`config.mk`:
```
export PLATFORM = sky130hd
export DESIGN_NAME = zorder_window_hit_test_unit
export DESIGN_NICKNAME = d
export VERILOG_FILES = /design/src/rtl/core/zwht_pkg.sv /design/src/rtl/core/zorder_window_hit_test_unit.sv /design/src/rtl/core/zwht_cell.sv
export SDC_FILE = /design/constraint.sdc
export NUM_CORES = 2
export LEC_CHECK = 0
export ABC_AREA = 1
export BUFFER_PORTS_ARGS = -buffer_cell sky130_fd_sc_hd__buf_2
export CAP_MARGIN = 5
export CORE_ASPECT_RATIO = 0.6
export CORE_MARGIN = 4
export CORE_UTILIZATION = 45
export CTS_BUF_LIST = sky130_fd_sc_hd__clkbuf_8
export DETAILED_ROUTE_END_ITERATION = 8
export HOLD_SLACK_MARGIN = 0.06
export PLACE_DENSITY_LB_ADDON = 0.1
export SYNTH_ARGS = -nofsm -noshare
export SYNTH_HDL_FRONTEND = slang
export SYNTH_HIERARCHICAL = 1
export SYNTH_SLANG_ARGS = --single-unit
```
`constraint.sdc`:
```
create_clock -name clk_i -period 14.4 [get_ports clk_i]
set_input_delay 1.44 -clock clk_i [delete_from_list [all_inputs] [get_ports clk_i]]
set_output_delay 1.44 -clock clk_i [all_outputs]
set_load 0.1 [all_outputs]
```
`src/rtl/core/zwht_pkg.sv`:
```
package zwht_pkg;

  localparam int unsigned COORD_FIELD_W = 12;
  localparam int unsigned NUM_IN_COORDS = 6;
  localparam int unsigned IN_TDATA_W    = 72;
  localparam int unsigned WIN_ID_W      = 5;
  localparam int unsigned OUT_TDATA_W   = 8;

  localparam int unsigned IDX_WIN_LEFT   = 0;
  localparam int unsigned IDX_WIN_BOTTOM = 1;
  localparam int unsigned IDX_WIN_RIGHT  = 2;
  localparam int unsigned IDX_WIN_TOP    = 3;
  localparam int unsigned IDX_POINT_X    = 4;
  localparam int unsigned IDX_POINT_Y    = 5;

  localparam logic OP_LOAD  = 1'b0;
  localparam logic OP_CLICK = 1'b1;

  typedef struct packed {
    logic shift;
    logic capture;
  } cell_ctl_t;

endpackage

```
`src/rtl/core/zorder_window_hit_test_unit.sv`:
```
// Z-ordered window hit tester. A load request (tuser = 0) pushes a rectangle on top of the
// stack and gives no response; a load into a full stack is dropped. A click request
// (tuser = 1) is done in steps: first every cell of the stack compares the point against its
// own rectangle, then the topmost hit is found, its id is sent out and the stack shifts
// down by one cell above the hit so that the window lands on top. The input stalls only
// while a click waits between those steps, also while its response waits for a free output
// register. Ids count from 1 in load order.
module zorder_window_hit_test_unit #(
  parameter int unsigned MAX_WINDOWS = 16,
  parameter int unsigned COORD_BITS  = 12
) (
  input  logic                           clk_i,
  input  logic                           rst_ni,
  input  logic                           s_axis_tvalid,
  output logic                           s_axis_tready,
  // win_left, win_bottom, win_right, win_top, point_x, point_y (12 bits each)
  input  logic [zwht_pkg::IN_TDATA_W-1:0] s_axis_tdata,
  // op
  input  logic                           s_axis_tuser,
  output logic                           m_axis_tvalid,
  input  logic                           m_axis_tready,
  // window_id (5 bits), then zero padding
  output logic [zwht_pkg::OUT_TDATA_W-1:0] m_axis_tdata,
  // hit
  output logic                           m_axis_tuser
);

  localparam int unsigned ID_W   = $clog2(MAX_WINDOWS + 1);
  localparam int unsigned EntryW = 4 * COORD_BITS + ID_W;
  localparam int unsigned FieldW = zwht_pkg::COORD_FIELD_W;
  localparam int unsigned IdOutW = zwht_pkg::WIN_ID_W;
  localparam logic [ID_W-1:0] MaxCnt = ID_W'(MAX_WINDOWS);
  localparam logic [MAX_WINDOWS-1:0] AllOnes = {MAX_WINDOWS{1'b1}};

  logic [ID_W-1:0]        count_q, count_d;
  logic                   busy_q, busy_d;
  logic                   out_valid_q, out_valid_d;
  logic                   out_hit_q, out_hit_d;
  logic [IdOutW-1:0]      out_id_q, out_id_d;

  logic [COORD_BITS-1:0]  coord [zwht_pkg::NUM_IN_COORDS];
  logic                   s_fire, load_ok, click, resolve;
  logic [EntryW-1:0]      new_entry, head_entry, sel_entry;
  logic [EntryW-1:0]      entry [MAX_WINDOWS];
  logic [MAX_WINDOWS-1:0] match, upto, first, move;
  logic                   hit_any;
  logic [ID_W+IdOutW-1:0] id_ext;
  zwht_pkg::cell_ctl_t    ctl [MAX_WINDOWS];

  for (genvar k = 0; k < zwht_pkg::NUM_IN_COORDS; k++) begin : g_coord
    logic [FieldW+COORD_BITS-1:0] ext;
    assign ext      = {{COORD_BITS{1'b0}}, s_axis_tdata[k*FieldW +: FieldW]};
    assign coord[k] = ext[COORD_BITS-1:0];
  end

  assign s_axis_tready = !busy_q;
  assign s_fire  = s_axis_tvalid && s_axis_tready;
  assign load_ok = s_fire && (s_axis_tuser == zwht_pkg::OP_LOAD) && (count_q < MaxCnt);
  assign click   = s_fire && (s_axis_tuser == zwht_pkg::OP_CLICK);
  assign resolve = busy_q && (!out_valid_q || m_axis_tready);

  assign new_entry = {count_q + ID_W'(1),
                      coord[zwht_pkg::IDX_WIN_TOP],
                      coord[zwht_pkg::IDX_WIN_RIGHT],
                      coord[zwht_pkg::IDX_WIN_BOTTOM],
                      coord[zwht_pkg::IDX_WIN_LEFT]};

  always_comb begin
    sel_entry = '0;
    for (int i = 0; i < MAX_WINDOWS; i++) begin
      upto[i] = |(match & (AllOnes >> (MAX_WINDOWS - 1 - i)));
    end
    first = match & ~(upto << 1);
    move  = ~(upto << 1) & {MAX_WINDOWS{|match}};
    for (int i = 0; i < MAX_WINDOWS; i++) begin
      sel_entry = sel_entry | ({EntryW{first[i]}} & entry[i]);
    end
  end

  assign hit_any    = |match;
  assign head_entry = load_ok ? new_entry : sel_entry;

  for (genvar i = 0; i < MAX_WINDOWS; i++) begin : g_cell
    logic [EntryW-1:0] shift_in;
    logic              valid;

    if (i == 0) begin : g_head
      assign shift_in = head_entry;
    end else begin : g_body
      assign shift_in = entry[i-1];
    end

    assign valid         = ID_W'(i) < count_q;
    assign ctl[i].shift   = load_ok || (resolve && move[i]);
    assign ctl[i].capture = click;

    zwht_cell #(
      .COORD_BITS (COORD_BITS),
      .ID_W       (ID_W)
    ) u_cell (
      .clk_i      (clk_i),
      .ctl_i      (ctl[i]),
      .valid_i    (valid),
      .shift_in_i (shift_in),
      .point_x_i  (coord[zwht_pkg::IDX_POINT_X]),
      .point_y_i  (coord[zwht_pkg::IDX_POINT_Y]),
      .entry_o    (entry[i]),
      .match_o    (match[i])
    );
  end

  assign id_ext = {{IdOutW{1'b0}}, sel_entry[4*COORD_BITS +: ID_W]};

  always_comb begin
    count_d     = count_q;
    busy_d      = busy_q;
    out_valid_d = out_valid_q;
    out_hit_d   = out_hit_q;
    out_id_d    = out_id_q;
    if (load_ok) begin
      count_d = count_q + ID_W'(1);
    end
    if (m_axis_tready) begin
      out_valid_d = 1'b0;
    end
    if (resolve) begin
      busy_d      = 1'b0;
      out_valid_d = 1'b1;
      out_hit_d   = hit_any;
      out_id_d    = id_ext[IdOutW-1:0];
    end
    if (click) begin
      busy_d = 1'b1;
    end
  end

  always_ff @(posedge clk_i or negedge rst_ni) begin
    if (!rst_ni) begin
      count_q     <= '0;
      busy_q      <= 1'b0;
      out_valid_q <= 1'b0;
    end else begin
      count_q     <= count_d;
      busy_q      <= busy_d;
      out_valid_q <= out_valid_d;
    end
  end

  always_ff @(posedge clk_i) begin
    out_hit_q <= out_hit_d;
    out_id_q  <= out_id_d;
  end

  assign m_axis_tvalid = out_valid_q;
  assign m_axis_tuser  = out_hit_q;
  assign m_axis_tdata  = {{(zwht_pkg::OUT_TDATA_W - IdOutW){1'b0}}, out_id_q};

  assert property (@(posedge clk_i) disable iff (!rst_ni)
    count_q <= MaxCnt)
    else $error("Window count exceeds the stack depth.");

  assert property (@(posedge clk_i) disable iff (!rst_ni)
    busy_q && hit_any |-> $onehot(first))
    else $error("Topmost hit selection is not one-hot.");

  assert property (@(posedge clk_i) disable iff (!rst_ni)
    load_ok |=> count_q == $past(count_q) + ID_W'(1))
    else $error("Accepted load did not advance the window count.");

  assert property (@(posedge clk_i) disable iff (!rst_ni)
    resolve |=> out_valid_q && !busy_q)
    else $error("Resolved click did not produce a response.");

  assert property (@(posedge clk_i) disable iff (!rst_ni)
    busy_q && !resolve |=> busy_q && $stable(match))
    else $error("Pending click lost its match vector.");

endmodule

```
`src/rtl/core/zwht_cell.sv`:
```
module zwht_cell #(
  parameter int unsigned COORD_BITS = 12,
  parameter int unsigned ID_W       = 5
) (
  input  logic                           clk_i,
  input  zwht_pkg::cell_ctl_t            ctl_i,
  input  logic                           valid_i,
  input  logic [4*COORD_BITS+ID_W-1:0]   shift_in_i,
  input  logic [COORD_BITS-1:0]          point_x_i,
  input  logic [COORD_BITS-1:0]          point_y_i,
  output logic [4*COORD_BITS+ID_W-1:0]   entry_o,
  output logic                           match_o
);

  localparam int unsigned EntryW = 4 * COORD_BITS + ID_W;

  logic [EntryW-1:0]     entry_q;
  logic                  match_q;
  logic [COORD_BITS-1:0] left, bottom, right, top;
  logic                  contains;

  assign left   = entry_q[0*COORD_BITS +: COORD_BITS];
  assign bottom = entry_q[1*COORD_BITS +: COORD_BITS];
  assign right  = entry_q[2*COORD_BITS +: COORD_BITS];
  assign top    = entry_q[3*COORD_BITS +: COORD_BITS];

  assign contains = valid_i && (point_x_i >= left) && (point_x_i <= right) &&
                    (point_y_i >= bottom) && (point_y_i <= top);

  always_ff @(posedge clk_i) begin
    if (ctl_i.shift) begin
      entry_q <= shift_in_i;
    end
    if (ctl_i.capture) begin
      match_q <= contains;
    end
  end

  assign entry_o = entry_q;
  assign match_o = match_q;

endmodule

```
Word level (Yosys, flattened, before mapping)
Index checks and enable logic that the tools add are counted.
Widths: inputs -> output; s select.

cells by class
  $add $sub $neg = 1
  $lt $le $gt $ge = 81
  mux-type cells = 5
  bitwise logic cells = 35
  reductions and logical operators = 121

operator list
  operator            count
  $and 53x53->53      16
  $or 53x53->53       15
  $ge 12x12->1        32
  $le 12x12->1        32
  $logic_and 1x1->1   85
  $mux 53             1
  $lt 4x5->1 const A  8
  $and 16x16->16      2
  $lt 3x5->1 const A  4
  $logic_or 1x1->1    17
  $not 16->16         1
  $reduce_or 16->1    1
  $reduce_or 15->1    1
  $reduce_or 14->1    1
  $reduce_or 13->1    1
  $reduce_or 12->1    1
  $reduce_or 11->1    1
  $lt 1x5->1 const A  2
  $lt 2x5->1 const A  2
  $reduce_or 10->1    1
  $reduce_or 9->1     1
  $reduce_or 8->1     1
  $reduce_or 7->1     1
  $reduce_or 6->1     1
  other kinds (10)    15

word-level totals
  register bits = 877
  word-level logic and storage cells = 280

Longest topological paths before layout
  depth after elaboration = 20
  mapped depth = 15
  gate-level depth less buffers = 13

By module
The synthesis kept the hierarchy.

modules (own cells, without submodules)
  module                            instances  cells each  area an instance (µm²)  sequential area each (µm²)
  zwht_cell (g_cell[0].u_cell ...)  13         270         2924.1                  1621.6
  zwht_cell (g_cell[7].u_cell ...)  3          269         2920.3                  1621.6
  zorder_window_hit_test_unit       1          1986        8743.4                  355.3

Least setup slack after synthesis
No wires, ideal clock.

  kind = in2reg
  start point = input m_axis_tready
  end point = register g_cell[10].u_cell.entry_q[0] (enable)
  setup time = 0.543 ns
  arrival time = 5.907 ns
  required time = 13.857 ns
  slack = 7.950 ns
  stages on the path = 6
  buffers on the path = 0
  cells stage by stage = inv_1 > nand2_1 > nand2_1 > nor2_1 > inv_1 > o31ai_1

RTL lines
  what                  line                               source
  start, declared       zorder_window_hit_test_unit.sv:21  input logic m_axis_tready,
  end signal, assigned  zwht_cell.sv:32                    entry_q <= shift_in_i;
  end, declared         zwht_cell.sv:17                    logic [EntryW-1:0] entry_q;

Worst setup path after layout
  start point = register g_cell[0].u_cell.match_q
  end point = register g_cell[0].u_cell.entry_q[39], data pin

on the way
  longest elaborated chain between the ends = 19
  elaborated cells on any way between the ends = 48
  classes of those cells = mux (1); bitwise (33); reduce/logical (14)

RTL lines
  what                                                     line                                                                  source
  start, declared                                          zwht_cell.sv:18                                                       logic match_q;
  start signal, assigned                                   zwht_cell.sv:35                                                       match_q <= contains;
  $not 16->16 / $reduce_or 2->1 (equally long branches)    zorder_window_hit_test_unit.sv:73, zorder_window_hit_test_unit.sv:71
  $and 16x16->16 (*)                                       zorder_window_hit_test_unit.sv:73                                     first = match & ~(upto << 1);
  $and 53x53->53 / $and 16x16->16 (equally long branches)  zorder_window_hit_test_unit.sv:76, zorder_window_hit_test_unit.sv:73
  $or 53x53->53 / $and 53x53->53 (equally long branches)   zorder_window_hit_test_unit.sv:76                                     sel_entry = sel_entry | ({EntryW{first[i]}} & entry[i]);
  $or 53x53->53 (13 in series)                             zorder_window_hit_test_unit.sv:76
  $or 53x53->53 (*)                                        zorder_window_hit_test_unit.sv:76
  $mux 53 (*)                                              zorder_window_hit_test_unit.sv:81                                     assign head_entry = load_ok ? new_entry : sel_entry;
  via g_cell[0].shift_in[39]                               zorder_window_hit_test_unit.sv:84                                     logic [EntryW-1:0] shift_in;
  end signal, assigned                                     zwht_cell.sv:32
  end, declared                                            zwht_cell.sv:17

The timed path passes the listed nets; every way through them passes the cells marked *.
A chain may end at the register's enable or synchronous reset.

==> results.json <==
{
  "viasPerCell": 5.23,
  "fillCellCount": 11500,
  "async_reset_ff_share_pct": 0.798,
  "hp-class": "input pin to asynchronous set/reset pin",
  "crit_path_cell_trace": "nor2_1 > nand2_2 > nor3_4 > buf_4 > buf_4 > nand2_1 > nor2_4 > buf_4 > nand2_1 > nand2_1 > inv_1 > nand4_1 > nand2_1 > nand2_1",
  "synth_cell_types": 31,
  "mostFrequentLayoutCells": "1,551 x nand2_1, 1,315 x inv_1, 870 x edfxtp_1",
  "setup_ws_ns": 9.89,
  "ctsRootBufferMaster": "clkbuf_8",
  "grt.total_usage_pct": 27.0,
  "outcome": "complete, no violations",
  "ys_seq_area_share_pct": 47.4,
  "fmax_ghz": 0.222,
  "synth_edf_count": 870,
  "period_needed_ns": 4.51,
  "cp.required_ns": 15.12,
  "wl_um": 176000,
  "post-route-period-util_pct": 31.3,
  "num_vias": 42900,
  "area_growth_pct": 9.23,
  "cp_max_fo": 73,
  "final_nets": 7308,
  "p_leak_nw": 29.3,
  "worstSetupEndpointType": "register",
  "antenna_found_initial": 1,
  "cts-htree-levels": 4,
  "yosys_warnings": 6,
  "ir_drop_mv": 0.0846,
  "preCtsSetupSlack_ns": 9.74,
  "hold_buffers": 0,
  "drtIter0Drc": 3802,
  "synth.top_cells.by_area": "edfxtp_1 47%, ha_1 17%, nand2_1 11%",
  "clock_path_buffers": 3,
  "worst_pin_slew_ns": 1.14,
  "placementRows": 99,
  "setup_tns_ns": 0,
  "die_height_um": 280,
  "layout-drive-gt1-share_pct": 6.40,
  "core_um2": 122000,
  "place_hpwl_um": 131000,
  "first_global_vias": 41000,
  "startpoint_type": "register",
  "slew_headroom_pct": 24.1,
  "cp_slowest_stage_delay_ns": 0.63,
  "ys_seq_elements": 877,
  "power_density_nw_per_um2": 90.5,
  "syn_inst": 6303,
  "yosysTopAreaCell": "edfxtp_1",
  "layout_commonest_cell": "nand2_1",
  "post_cts_buffers": 0,
  "grt_remaining_overflow": 0,
  "yosysTopAreaCellShare_pct": 47.1,
  "cts_tree": "built",
  "numCtsBuffers": 142,
  "skew_ns": 0.0418,
  "io_buffers": 84,
  "slowest_stage": "buf_4",
  "worstSetupPathType": "register to register",
  "dieArea_um2": 129000,
  "path_common_cell": "nand2_1",
  "setup_violations": 0,
  "start_util_pct": 45.5,
  "gp_congestion": 0.897,
  "avgSynthCellArea_um2": 8.81,
  "io_pins": 88,
  "grt_pass1_wl_um": 261000,
  "post-route-drc-count": 0,
  "clk_latency_ns": 0.88,
  "ant_nets": 0,
  "ys.flop_type": "edfxtp_1",
  "arrival_ns": 5.23,
  "synth_area_um2": 55500,
  "wire_per_inst_um": 21.4,
  "die_w_um": 461,
  "hold_violations": 0,
  "slew_viol_final": 0,
  "cts.sinks": 877,
  "grt_setup_unrepaired": "no",
  "final_cells": 8195,
  "cap_violations": 0,
  "post_cts_resized": 0,
  "path_clk_slew_ns": 0.06,
  "grt_max_degree": 74,
  "firstDrtPassIters": 5,
  "post-place-cells": 7934
}
## layout make-up
| type | count | area (µm²) | area share [%] |
|---|---|---|---|
| Sequential cell | 877 | 26300 | 43.4 |
| Timing Repair Buffer | 140 | 841 | 1.39 |
| Multi-Input combinational cell | 4016 | 24100 | 39.7 |
| Clock inverter | 111 | 564 | 0.931 |
| Inverter | 1285 | 4820 | 7.95 |
| Clock buffer | 146 | 2010 | 3.31 |
| Antenna cell | 4 | 10.0 | 0.0165 |
| Tap cell | 1616 | 2020 | 3.33 |
## synth_stat cells, types with 18 or more instances
master / count
nor2_2: 35
a21oi_1: 293
buf_2: 29
o21ai_0: 55
and2_1: 19
nand3_1: 262
ha_1: 769
o21bai_1: 32
inv_1: 1278
nor2_1: 631
edfxtp_1: 870
clkbuf_1: 85
nand2_1: 1554
nand3b_1: 18
o21a_1: 32
nand4_1: 259
## worst max-delay path: cells and delay by family, from the launching register on
kind | cells | cell delay, ns
DFF | 1 | 0.39
buffers and inverters | 4 | 1.54
and+or+nand+nor | 10 | 2.37
## power breakdown
| group | switching, mW | total (mW) | internal, mW |
|---|---|---|---|
| clock network | 1.10 | 2.09 | 0.987 |
| logic | 0.385 | 0.552 | 0.167 |
| registers | 0.0345 | 2.85 | 2.81 |
## path summary, 6_finish.rpt
check	cells after the start	slack, ns	end	start
setup / recovery	14	9.89	g_cell[0].u_cell/entry_o[39]	g_cell[0].u_cell/match_o
hold / removal	1	0.42	m_axis_tvalid	rst_ni
setup reg to reg	14	9.89	g_cell[0].u_cell/entry_o[39]	g_cell[0].u_cell/match_o
hold reg to reg	0	0.42	g_cell[12].u_cell/entry_o[48]	g_cell[11].u_cell/entry_o[48]
max in group asynchronous	1	13.78	count_q[2]	rst_ni
min in group clk_i	0	0.42	g_cell[12].u_cell/entry_o[48]	g_cell[11].u_cell/entry_o[48]
## metrics by stage
stage | utilization [%] | cell area (µm²) | hold WS, ns | power, mW
after floorplan | - | 55500 | 0.418 | 3.21
after global placement | 47.6 | 58100 | 0.428 | 3.43
after detailed placement | 47.6 | 58100 | 0.432 | 3.45
after CTS | 49.7 | 60600 | 0.338 | 5.54
after global routing | 49.7 | 60600 | 0.382 | 5.72
final | 49.7 | 60600 | 0.419 | 5.49
## flip-flops by register name (all words and copies together) (netlist names)
| name | flops |
|---|---|
| m_axis_tvalid | 1 |
| m_axis_tuser | 1 |
| g_cell.u_cell/entry_o | 848 |
| count_q | 5 |
| out_id_q | 5 |
| busy_q | 1 |
| g_cell.u_cell/match_o | 16 |
## cells by family (layout without fill, tap and decap cells)
kind of cell | after synthesis | count (layout) | synth area share [%]
compound gates | 447 | 447 | 4.51
buf+inv | 1412 | 1682 | 9.63
flops | 877 | 877 | 47.4
other cells | 1 | 7 | 0.00675
fa+ha+maj | 769 | 769 | 17.3
simple gates | 2797 | 2797 | 21.1
## routing by layer
| layer | GRT usage [%] | vias up | wire [µm] |
|---|---|---|---|
| met5 | 0 | - | 0 |
| met4 | 7.91 | 0 | 4390 |
| met3 | 4.64 | 253 | 11600 |
| met2 | 42.8 | 1416 | 78900 |
| met1 | 38.1 | 20300 | 80700 |
| li1 | - | 20900 | - |
Note: power is estimated with default switching activity, not from simulation.
